`src/design/modexp_pkg.sv`:
```
package modexp_pkg;

    // Width of every operand port; the datapath uses the low bits only
    localparam int FIELD_WIDTH = 64;

    // Sequencer states
    typedef enum logic [2:0] {
        ST_IDLE     = 3'b001,
        ST_SQUARE   = 3'b010,
        ST_MULTIPLY = 3'b100
    } modexp_state_t;

endpackage

```
`src/design/modexp_mul.sv`:
```
module modexp_mul #(
    parameter int OPERAND_WIDTH = 64
) (
    input  logic                     clk,
    input  logic                     rst_n,
    input  logic                     mul_start,
    input  logic [OPERAND_WIDTH-1:0] multiplicand,
    input  logic [OPERAND_WIDTH-1:0] multiplier,
    input  logic [OPERAND_WIDTH-1:0] modulus_value,
    output logic                     mul_done,
    output logic [OPERAND_WIDTH-1:0] product
);

    import modexp_pkg::*;

    localparam int W     = OPERAND_WIDTH;
    localparam int CNT_W = $clog2(W);

    // (x + y) mod m for x, y < m: one add, one compare-subtract
    function automatic logic [W-1:0] add_reduce(
        input logic [W-1:0] x,
        input logic [W-1:0] y,
        input logic [W-1:0] m
    );
        logic [W:0]   sum;
        logic [W+1:0] diff;
        sum  = {1'b0, x} + {1'b0, y};
        diff = {1'b0, sum} - {2'b00, m};
        if (diff[W+1])
        begin
            return sum[W-1:0];
        end
        return diff[W-1:0];
    endfunction

    logic [W-1:0]     acc_reg, acc_next;
    logic [W-1:0]     addend_reg, addend_next;
    logic [W-1:0]     mult_reg, mult_next;
    logic [CNT_W-1:0] cnt_reg, cnt_next;
    logic             run_reg, run_next;
    logic             done_reg, done_next;

    // One multiplier bit per cycle, LSB first
    always_comb
    begin
        acc_next    = acc_reg;
        addend_next = addend_reg;
        mult_next   = mult_reg;
        cnt_next    = cnt_reg;
        run_next    = run_reg;
        done_next   = 1'b0;
        if (mul_start)
        begin
            acc_next    = '0;
            addend_next = multiplicand;
            mult_next   = multiplier;
            cnt_next    = CNT_W'(W - 1);
            run_next    = 1'b1;
        end
        else if (run_reg)
        begin
            if (mult_reg[0])
            begin
                acc_next = add_reduce(acc_reg, addend_reg, modulus_value);
            end
            addend_next = add_reduce(addend_reg, addend_reg, modulus_value);
            mult_next   = mult_reg >> 1;
            cnt_next    = cnt_reg - 1'b1;
            if (cnt_reg == '0)
            begin
                run_next  = 1'b0;
                done_next = 1'b1;
            end
        end
    end

    // Control state
    always_ff @(posedge clk or negedge rst_n)
    begin
        if (!rst_n)
        begin
            run_reg  <= 1'b0;
            done_reg <= 1'b0;
        end
        else
        begin
            run_reg  <= run_next;
            done_reg <= done_next;
        end
    end

    // Datapath shift registers
    always_ff @(posedge clk)
    begin
        acc_reg    <= acc_next;
        addend_reg <= addend_next;
        mult_reg   <= mult_next;
        cnt_reg    <= cnt_next;
    end

    assign mul_done = done_reg;
    assign product  = acc_reg;

endmodule

```
`src/design/modular_exponentiation.sv`:
```
// Left-to-right binary modular exponentiation. Write the modulus on the
// cfg_valid/cfg_ready channel while busy and start are low (reset value 1), then
// pulse start with base_value and exponent_value; the transfer happens when start
// is high and busy low. Only the low OPERAND_WIDTH bits of every operand are used.
// The result appears on power_result/modulus_error for exactly one cycle with
// done high and must be taken then; the receiver cannot stall it. Each modular
// multiply runs through a bit-serial shift-and-add unit that consumes one
// multiplier bit per cycle; an item needs one squaring per exponent bit plus
// one multiply per set exponent bit. A zero modulus returns zero with
// modulus_error set in the cycle after the transfer.
module modular_exponentiation #(
    parameter int OPERAND_WIDTH = 64
) (
    input  logic                              clk,
    input  logic                              rst_n,
    input  logic                              cfg_valid,
    output logic                              cfg_ready,
    input  logic [modexp_pkg::FIELD_WIDTH-1:0] modulus,
    input  logic                              start,
    output logic                              busy,
    input  logic [modexp_pkg::FIELD_WIDTH-1:0] base_value,
    input  logic [modexp_pkg::FIELD_WIDTH-1:0] exponent_value,
    output logic                              done,
    output logic [modexp_pkg::FIELD_WIDTH-1:0] power_result,
    output logic                              modulus_error
);

    import modexp_pkg::*;

    localparam int W     = OPERAND_WIDTH;
    localparam int CNT_W = $clog2(W);

    modexp_state_t    state_reg, state_next;
    logic [W-1:0]     mod_reg, mod_next;
    logic [W-1:0]     base_reg, base_next;
    logic [W-1:0]     exp_reg, exp_next;
    logic [W-1:0]     r_reg, r_next;
    logic [W-1:0]     result_reg, result_next;
    logic [CNT_W-1:0] bit_cnt_reg, bit_cnt_next;
    logic             error_reg, error_next;
    logic             done_reg, done_next;
    logic             mul_start_reg, mul_start_next;

    logic             mul_done;
    logic [W-1:0]     product;
    logic [W-1:0]     mul_y;
    logic             accept;

    // An item transfer takes priority over a modulus write on the same edge
    assign accept    = start && (state_reg == ST_IDLE);
    assign busy      = (state_reg != ST_IDLE);
    assign cfg_ready = (state_reg == ST_IDLE) && !start;

    // Second operand: the base on a multiply step, the running value otherwise
    assign mul_y = (state_reg == ST_MULTIPLY) ? base_reg : r_reg;

    modexp_mul #(
        .OPERAND_WIDTH (W)
    ) u_mul (
        .clk           (clk),
        .rst_n         (rst_n),
        .mul_start     (mul_start_reg),
        .multiplicand  (r_reg),
        .multiplier    (mul_y),
        .modulus_value (mod_reg),
        .mul_done      (mul_done),
        .product       (product)
    );

    // Sequencer: square per exponent bit, multiply on a one bit
    always_comb
    begin
        state_next     = state_reg;
        mod_next       = mod_reg;
        base_next      = base_reg;
        exp_next       = exp_reg;
        r_next         = r_reg;
        result_next    = result_reg;
        bit_cnt_next   = bit_cnt_reg;
        error_next     = error_reg;
        done_next      = 1'b0;
        mul_start_next = 1'b0;

        if (cfg_valid && cfg_ready)
        begin
            mod_next = modulus[W-1:0];
        end

        case (state_reg)
            ST_IDLE:
            begin
                if (accept)
                begin
                    base_next    = base_value[W-1:0];
                    exp_next     = exponent_value[W-1:0];
                    bit_cnt_next = CNT_W'(W - 1);
                    if (mod_reg == '0)
                    begin
                        result_next = '0;
                        error_next  = 1'b1;
                        done_next   = 1'b1;
                    end
                    else
                    begin
                        // running value starts at 1 mod m
                        r_next         = {{(W-1){1'b0}}, (mod_reg != W'(1))};
                        error_next     = 1'b0;
                        mul_start_next = 1'b1;
                        state_next     = ST_SQUARE;
                    end
                end
            end
            ST_SQUARE, ST_MULTIPLY:
            begin
                if (mul_done)
                begin
                    r_next = product;
                    if ((state_reg == ST_SQUARE) && exp_reg[W-1])
                    begin
                        mul_start_next = 1'b1;
                        state_next     = ST_MULTIPLY;
                    end
                    else if (bit_cnt_reg == '0)
                    begin
                        result_next = product;
                        done_next   = 1'b1;
                        state_next  = ST_IDLE;
                    end
                    else
                    begin
                        exp_next       = exp_reg << 1;
                        bit_cnt_next   = bit_cnt_reg - 1'b1;
                        mul_start_next = 1'b1;
                        state_next     = ST_SQUARE;
                    end
                end
            end
            default:
            begin
                state_next = ST_IDLE;
            end
        endcase
    end

    // Control state and the modulus register
    always_ff @(posedge clk or negedge rst_n)
    begin
        if (!rst_n)
        begin
            state_reg     <= ST_IDLE;
            mod_reg       <= W'(1);
            done_reg      <= 1'b0;
            mul_start_reg <= 1'b0;
        end
        else
        begin
            state_reg     <= state_next;
            mod_reg       <= mod_next;
            done_reg      <= done_next;
            mul_start_reg <= mul_start_next;
        end
    end

    // Operand and result registers
    always_ff @(posedge clk)
    begin
        base_reg    <= base_next;
        exp_reg     <= exp_next;
        r_reg       <= r_next;
        result_reg  <= result_next;
        bit_cnt_reg <= bit_cnt_next;
        error_reg   <= error_next;
    end

    assign done          = done_reg;
    assign power_result  = FIELD_WIDTH'(result_reg);
    assign modulus_error = error_reg;

endmodule

```
`config.mk`:
```
export PLATFORM = sky130hd
export DESIGN_NAME = modular_exponentiation
export DESIGN_NICKNAME = d
export VERILOG_FILES = /design/src/design/modexp_pkg.sv /design/src/design/modexp_mul.sv /design/src/design/modular_exponentiation.sv
export SDC_FILE = /design/constraint.sdc
export NUM_CORES = 1
export LEC_CHECK = 0
export BUFFER_PORTS_ARGS = -buffer_cell sky130_fd_sc_hd__buf_4
export CAP_MARGIN = 25
export CORE_UTILIZATION = 50
export DETAILED_ROUTE_END_ITERATION = 8
export PLACE_DENSITY = 0.79
export SLEW_MARGIN = 20
export SYNTH_ARGS = -nofsm -noshare
export SYNTH_HDL_FRONTEND = slang
export SYNTH_SLANG_ARGS = --single-unit
```
`constraint.sdc`:
```
create_clock -name clk -period 6.7 [get_ports clk]
set_clock_uncertainty 0.05 [all_clocks]
set_input_delay 1.005 -clock clk [delete_from_list [all_inputs] [get_ports clk]]
set_output_delay 1.005 -clock clk [all_outputs]
set_load 0.02 [all_outputs]
```
Word-level counts from Yosys, hierarchy flattened:

Cells that the tools add are included.

* flip-flop bits (word level): 532
* input port bits: 196
* word-level logic and storage cells: 111

* $add $sub $neg: 6
* equality and inequality tests: 12
* multiplexer cells: 60
* reduce and logical (&&, ||, !) cells: 17

Operator list (count)
* two-way mux 64 bit: 21
* case mux 64 bit (2 select lines): 3
* subtractor 65 x 64 -> 66 bit: 2
* adder 64 x 64 -> 65 bit: 2
* zero test 64 bit: 1
* inequality test 64 x 1 -> 1 bit (second input constant): 1
* two-way mux 6 bit: 4
* two-way mux 1 bit: 23
* zero test 6 bit: 2
* two-way mux 3 bit: 4
* case mux 6 bit (2 select lines): 1
* subtractor 6 x 1 -> 6 bit (second input constant): 2
* inequality test 2 bit (second input constant): 5
* case mux 3 bit (2 select lines): 1
* AND reduction 6 bit: 1
* AND reduction 5 bit: 1
* logical AND 1 bit: 4
* inequality test 2 x 1 -> 1 bit (second input constant): 2
* case mux 1 bit (2 select lines): 2
* AND reduction 2 bit: 2
* AND reduction 4 bit: 1
* nonzero test 2 bit: 2
* == test 3 x 1 -> 1 bit (second input constant): 1
* == test 3 x 2 -> 1 bit (second input constant): 1
* other kinds (6): 6

Logic depth before layout (Yosys ltp):

Gate-level depths: netlist (run 1).

* depth after elaboration: 8
* gate-level depth with buffers: 25
* mapped depth without buffers: 24

By module:

From an unflattened synthesis (run 1), not the netlist that was laid out.

* cell total of the unflattened synthesis: 3381
* area total of the unflattened synthesis: 33469.6 µm²

Modules (own cells, without submodules)
* modexp_mul: times used 1, cells an instance 2553, area an instance 20592.2 µm², seq. area each 5295.1 µm²
* modular_exponentiation: times used 1, cells an instance 828, area an instance 12877.4 µm², seq. area each 9626.7 µm²

Least setup slack after synthesis (run 1):

OpenSTA, ideal clock, no wires.

* path type: register to register
* start point: reg state_reg[2]
* end point: reg bit_cnt_reg[0], enable pin
* data arrival time: 6203 ps
* slack: -154 ps
* stages on the path, launching flop included: 6
* clock period less this slack: 6854 ps
* path through: dfrtp_1 > xor2_1 > nand2b_1 > clkbuf_1 > clkbuf_1 > o31ai_1

* word-level cells in the longest chain between the ends: 4

RTL lines
* start: declaration: line modular_exponentiation.sv:33 `modexp_state_t state_reg, state_next;`
* start signal: assignment: line modular_exponentiation.sv:157 `state_reg <= state_next;`
* == test 3 bit (tied with other cells): line modular_exponentiation.sv:89 `case (state_reg)`
* OR reduction 2 bit (tied with other cells): line modular_exponentiation.sv:89
* inequality test 2 bit (no source line) (tied with other cells)
* AND reduction 5 bit (no source line) *
* end signal: assignment: line modular_exponentiation.sv:171 `bit_cnt_reg <= bit_cnt_next;`
* end: declaration: line modular_exponentiation.sv:39 `logic [CNT_W-1:0] bit_cnt_reg, bit_cnt_next;`

Mark *: on every way between the ends. The rest lies on a longest branch, timed or not.
A chain may end at the register's enable or synchronous reset.

Final worst setup path (run 1):

* start point: reg u_mul.addend_reg[0]
* end point: reg u_mul.acc_reg[61], in the netlist u_mul.product[61]

* word-level cells in the longest chain between the ends: 7

RTL lines
* start: declaration: line modexp_mul.sv:37 `logic [W-1:0] addend_reg, addend_next;`
* start signal: assignment: line modexp_mul.sv:96 `addend_reg <= addend_next;`
* adder 64 x 64 -> 65 bit *: line modexp_mul.sv:27 `sum = {1'b0, x} + {1'b0, y};`
* subtractor 65 x 64 -> 66 bit: line modexp_mul.sv:28 `diff = {1'b0, sum} - {2'b00, m};`
* two-way mux 1 bit: line modexp_mul.sv:29 `if (diff[W+1])`
* two-way mux 1 bit: line modexp_mul.sv:62 `if (mult_reg[0])`
* two-way mux 1 bit: line modexp_mul.sv:60 `else if (run_reg)`
* two-way mux 1 bit: line modexp_mul.sv:52 `if (mul_start)`
* two-way mux 64 bit *: line modexp_mul.sv:33 `return diff[W-1:0];`
* end signal: assignment: line modexp_mul.sv:95 `acc_reg <= acc_next;`
* end: declaration: line modexp_mul.sv:36 `logic [W-1:0] acc_reg, acc_next;`

Mark *: on every way between the ends. The rest lies on a longest branch, timed or not. The select of a mux whose other input is x is not followed.

==> qor.yml, run 1 <==
die:
  coreArea_um2: 65600
  ios: 264
  die_w_um: 259
  die-area_um2: 67300
  start_util_pct: 50.5
  die_h_um: 259
  rows: 94
final_layout:
  nets: 4092
  fill_cells: 5707
  area_growth_pct: 14.0
  diodes: 0
  instances_no_fill: 4613
  drive_gt1_share_pct: 13.5
logic_synthesis:
  synth.avg_cell_area_um2: 9.36
  ys_seq_area_share_pct: 45.0
  ys_types: 98
  synth_area_um2: 33100
  yosysWarnings: 0
  syn_nets: 3932
  synth_area_leaders: "edfxtp_1, ha_1, nand2_1, dfrtp_1, a21oi_1"
  synth_top_area_share_pct: 35.4
  synth_edf_count: 391
  async_flop_share_pct: 13.3
  synth_seq_cells: 532
  syn_inst: 3539
  synth_ff_type: "edfxtp_1"
  synth_top_cell_by_area: "edfxtp_1"
drt:
  drt_first_pass_iters: 6
  wirelength_mm: 97.0
  drc_errors: 0
  drtIter0Drc: 3067
  ant_nets: 0
  wl_per_cell_um: 21.0
  viasPerCell: 6.05
  vias: 27900
sta:
  maxClockFrequency_mhz: 158
  finalSetupViolations: 0
  worst_pin_slew_ns: 1.27
  hold_violations: 0
  period_share_pct: 94.6
  slew_headroom_pct: 15.1
  rsz0062_at_grt: "no"
  fin_setup_tns_ns: 0
  finalCriticalPeriod_ns: 6.34
  final_max_slew_viol_count: 0
placement:
  dp_hpwl_mm: 73.0
  routabilityCongestion: 0.946
  io_buffer_count: 263
  place_inst: 4502
outcome:
  status: "completed"
clocking:
  ctsHoldBuffers: 0
  clkSinkCount: 532
  cts_setup_buffers: 0
  cts_buffer_depth: 3
  cts-htree-levels: 2
  cts_buffers: 58
  root_buffer: "clkbuf_16"
  clk_latency_ns: 0.63
  cts_tree: "done"
  clk_pin_slew_worst_paths_ns: 0.06
critical_path:
  critPathKind: "reg2reg"
  arrival_ns: 6.79
  cp_max_fo: 12
  end_kind: "register"
  crit_required_ns: 7.15
  start_kind: "register"
flow_run:
  max_cap_violations: 0
grt:
  grt_pass1_wl_mm: 148
  grt_usage_pct: 28.3
  grt_overflow: 0
  grt_max_degree: 222
  grt_pass1_vias: 25700
  antenna_found_initial: 1
hold_path:
  min_path_type: "in2async"
logic make-up (layout without fill, tap and decap cells):
logic type	after synthesis	count (layout)	synth area share (%)
XOR/XNOR	181	181	4.78
AO/OA/AOI/OAI	970	970	19.1
buffers and inverters	317	527	3.80
multiplexers	93	93	3.05
AND/OR/NAND/NOR	1249	1249	16.8
flip-flops	532	532	45.0
adder cells (fa/ha/maj)	197	197	7.51
stage by stage:
step	util (%)	hold WS, ns	area (µm²)	setup slack (ns)
finish	57.5	0.433	37800	0.361
global placement	54.4	0.410	35700	0.431
global route	57.5	0.449	37800	0.0811
detailed placement	54.4	0.424	35700	0.382
floorplan	-	0.395	33100	1.15
CTS	57.5	0.433	37700	0.307
synth_stat cells, drive strengths merged (90+ instances only):
| library cell | number |
|---|---|
| and2 | 90 |
| xnor2 | 111 |
| edfxtp | 391 |
| a31oi | 92 |
| a21oi | 282 |
| o21ai | 183 |
| nor2 | 303 |
| inv | 122 |
| clkbuf | 161 |
| nand2 | 558 |
| ha | 194 |
| a21o | 105 |
repair_timing:
item                                   in CTS  in global routing
endpoints found under the hold margin       0                  0
resized for setup                           0                  1
setup endpoints to repair                   0                  3
worst paths after layout:
kind | slack (ns) | depth (start not counted) | to | start
max in group asynchronous | 5.44 | 1 | mul_start_reg | rst_n
setup / recovery | 0.36 | 26 | u_mul.product[61] | u_mul.addend_reg[0]
setup reg to reg | 0.36 | 26 | u_mul.product[61] | u_mul.addend_reg[0]
hold / removal | 0.43 | 1 | mod_reg[3] | rst_n
hold reg to reg | 0.43 | 2 | u_mul.cnt_reg[0] | u_mul.cnt_reg[0]
min in group clk | 0.43 | 2 | u_mul.cnt_reg[0] | u_mul.cnt_reg[0]
layer usage:
layer | track usage [%] | routed length [µm] | vias up
met5 | 0 | 13 | -
met4 | 8.12 | 2600 | 2
met3 | 5.38 | 10600 | 125
met2 | 39.6 | 39500 | 1411
met1 | 43.8 | 44300 | 13200
li1 | - | - | 13200
cells in the final DEF, fill, tap and decap left out, drive strengths merged, types with 9 or more instances in the layout:
cell type	netlist	routed
a211oi	59	59
a21boi	9	9
a21o	105	105
a21oi	282	282
a221o	13	13
a221oi	10	10
a311oi	9	9
a31oi	92	92
a41oi	10	10
and2	90	90
and3	36	36
buf	33	294
clkbuf	161	76
clkinv	1	20
dfrtp	69	69
dfxtp	70	70
edfxtp	391	391
ha	194	194
inv	122	124
mux2	65	65
mux2i	28	28
nand2	558	558
nand2b	26	26
nand3	47	47
nand4	49	49
nor2	303	303
nor2b	21	21
nor3	69	69
nor4	24	24
o211ai	37	37
o21a	33	33
o21ai	183	183
o21bai	39	39
o31a	9	9
o31ai	19	19
xnor2	111	111
xor2	70	70
worst max-delay path: stages, from the launching register on:
cell      delay [ns]
edfxtp_1        0.44
ha_1            0.26
fa_1            0.46
a211oi_2        0.24
o21ai_0         0.17
a211oi_1        0.25
buf_4           0.18
nor4_1          0.08
o21ai_0         0.22
nand3_1         0.21
o21a_1          0.25
a21oi_1         0.29
o21ai_0         0.18
xnor2_1         0.28
inv_1           0.08
ha_1            0.29
a21o_1          0.18
a21o_1          0.17
a21oi_1         0.19
o21ai_0         0.16
a211o_1         0.27
a221oi_2        0.36
o211a_4         0.33
buf_4           0.19
nor2_1          0.09
a32o_1          0.21
a21o_1          0.15
cell type report:
type	instances	area (µm²)	share of cell area, %
clock buffers	76	1620	4.29
clock inverters	34	373	0.987
inverters	123	464	1.23
multi-input cells	2690	17000	45.1
flip-flops and latches	532	14900	39.5
well taps	864	1080	2.86
repair buffers	294	2280	6.03
Power of run 1 is left out: the tool's default activity adds up to more than one toggle a clock period on the data nets, which glitch-free logic cannot reach.
==> inputs of run 2 (changes only) <==
--- a/config.mk
+++ b/config.mk
@@ -9,7 +9,7 @@
 export CAP_MARGIN = 25
 export CORE_UTILIZATION = 50
 export DETAILED_ROUTE_END_ITERATION = 8
-export PLACE_DENSITY = 0.79
+export PLACE_DENSITY = 0.71
 export SLEW_MARGIN = 20
 export SYNTH_ARGS = -nofsm -noshare
 export SYNTH_HDL_FRONTEND = slang
==> run 2 against run 1 <==
Effect of this change: non-clock buffer count grew 6; via count shrank 1.5%; first-iteration DRC count down 16%; worst hold slack got worse by 0.31 ns; setup slack worse by 0.024 ns; highest routed layer is now met4; routed wire length fell by 0.44%; fmax fell by 0.38%; final cell count grew 0.20%.
==> qor.yml, run 2 (synthesis results as in run 1) <==
final_layout:
  multi_input_area_um2: 17000  # unchanged
  final_core_util_pct: 57.9  # +0.38 points
  area_growth_pct: 14.7
  fill_cells: 5780  # +1.3%
  diodes: 0  # unchanged
  nets: 4100  # +0.20%
  final_common_cell: "nand2_1"
  seq_area_um2: 14900  # unchanged
  drive_gt1_share_pct: 13.8  # +0.31 points
  final_cell_mix: "nand2_1, edfxtp_1, nor2_1"
  design_area_um2: 38000  # +0.65%
critical_path:
  start_kind: "register"
  crit_required_ns: 7.14  # about the same
  cp_max_fo: 55  # +43
  reg2reg_from: "u_mul.addend_reg[0]"
  end_kind: "register"
  r2r-end: "u_mul.product[17]"
  arrival_ns: 6.81  # +0.02 ns
  reg2reg_slack_ns: 0.34  # -0.02 ns
  critPathKind: "reg2reg"
  reg2reg_depth: 26  # unchanged
sta:
  rsz0062_at_grt: "yes"
  final_max_slew_viol_count: 0  # unchanged
  finalSetupViolations: 0  # unchanged
  period_share_pct: 95.0  # +0.36 points
  fin_setup_tns_ns: 0  # unchanged
  hold_violations: 0  # unchanged
  slew_headroom_pct: 30.3  # +15 points
  maxClockFrequency_mhz: 157  # -0.38%
  finalCriticalPeriod_ns: 6.36  # +0.0244 ns
  worst_pin_slew_ns: 1.04  # -0.228 ns
clocking:
  clkSinkCount: 532  # unchanged
  cts_tree: "done"
  cts-htree-levels: 2  # unchanged
  cts_buffer_depth: 3  # unchanged
  root_buffer: "clkbuf_16"
  cts_buffers: 60  # +3.4%
  clk_pin_slew_worst_paths_ns: 0.06  # about the same
  clk_latency_ns: 0.63  # about the same
drt:
  vias: 27500  # -1.5%
  route.met3.wl_mm: 9.88  # -6.8%
  ant_nets: 0  # unchanged
  viasPerCell: 5.94  # -1.7%
  drtIter0Drc: 2571  # -16%
  wl_met1_mm: 46.4  # +4.9%
  routed.top_layer: "met4"
  wl_per_cell_um: 20.9  # -0.64%
  met2_length_mm: 38.2  # -3.4%
  drc_errors: 0  # unchanged
  wirelength_mm: 96.6  # -0.44%
  drt_first_pass_iters: 8  # +2
die:
  die_h_um: 259  # unchanged
  start_util_pct: 50.5  # unchanged
  die-area_um2: 67300  # unchanged
  coreArea_um2: 65600  # unchanged
  ios: 264  # unchanged
  rows: 94  # unchanged
  die_w_um: 259  # unchanged
grt:
  grt_pass1_vias: 25500  # -0.90%
  grt_usage_pct: 28.3  # -0.030 points
  grt_pass1_wl_mm: 148  # -0.33%
  antenna_found_initial: 1  # unchanged
  grt_overflow: 0  # unchanged
  grt_max_degree: 105  # -53%
flow_run:
  max_cap_violations: 0  # unchanged
placement:
  io_buffer_count: 263  # unchanged
  routabilityCongestion: 0.976  # +3.2%
  dp_hpwl_mm: 73.1  # +0.23%
  placed_area_um2: 35800  # about the same
outcome:
  status: "completed"
hold_path:
  min_path_type: "in2async"
==> run 2: per-stage QoR <==
stage               worst slack [ns]  instances  hold WS, ns
global route                 -0.0385       4622        0.108
detailed placement             0.334       4506        0.411
floorplan                       1.15       3539        0.395
global placement               0.420       4505        0.414
finish                         0.337       4622        0.125
CTS                            0.272       4619        0.101
==> run 2: layout make-up <==
class	count	share of cell area (%)
Multi-Input combinational cell	2690	44.8
Sequential cell	532	39.3
Timing Repair Buffer	300	6.09
Clock buffer	72	4.32
Tap cell	864	2.84
Clock inverter	41	1.48
Inverter	123	1.22
==> run 2: routing by layer <==
layer | vias up | global-route usage [%]
met4 | 0 | 6.96
met3 | 117 | 6.27
li1 | 13200 | -
met5 | - | 0.285
met1 | 13000 | 44.9
met2 | 1142 | 38.0
==> run 2: worst max path at each step <==
stage	from	to	slack [ns]	cells after the start
6_report	u_mul.addend_reg[0]	u_mul.product[17]	0.34	26
5_1_grt	u_mul.addend_reg[0]	u_mul.product[17]	-0.04	26
4_1_cts	u_mul.addend_reg[0]	u_mul.product[17]	0.27	26
3_5_place_dp	u_mul.addend_reg[0]	u_mul.product[37]	0.33	26
3_3_place_gp	u_mul.addend_reg[0]	u_mul.product[18]	0.42	26
2_1_floorplan	u_mul.addend_reg[0]	u_mul.product[33]	1.15	25
==> run 2: critical path, cell delays in order, from the launching register on <==
cell and delay [ns]:
edfxtp_1 0.44, ha_1 0.26, fa_1 0.46, a211oi_2 0.26, o21ai_0 0.19, a211oi_1 0.26, buf_4 0.18, nor4_1 0.07
o21ai_0 0.17, nand3_1 0.20, o21a_1 0.26, a21oi_1 0.24, o21ai_0 0.15, xnor2_1 0.29, inv_1 0.08, ha_1 0.36
a21o_1 0.20, a21o_1 0.17, a21oi_1 0.20, o21ai_0 0.15, a211o_1 0.27, a221oi_2 0.38, o211a_4 0.25, buf_12 0.22
nor2_1 0.09, a211oi_1 0.25, nor3_1 0.07
==> run 2: repair_timing <==
item,4_1_cts,5_1_grt
setup endpoints to repair,0,53
gates resized for setup,0,1
setup buffers,0,1
hold buffers,0,0
Power of run 2 is left out for the same reason.
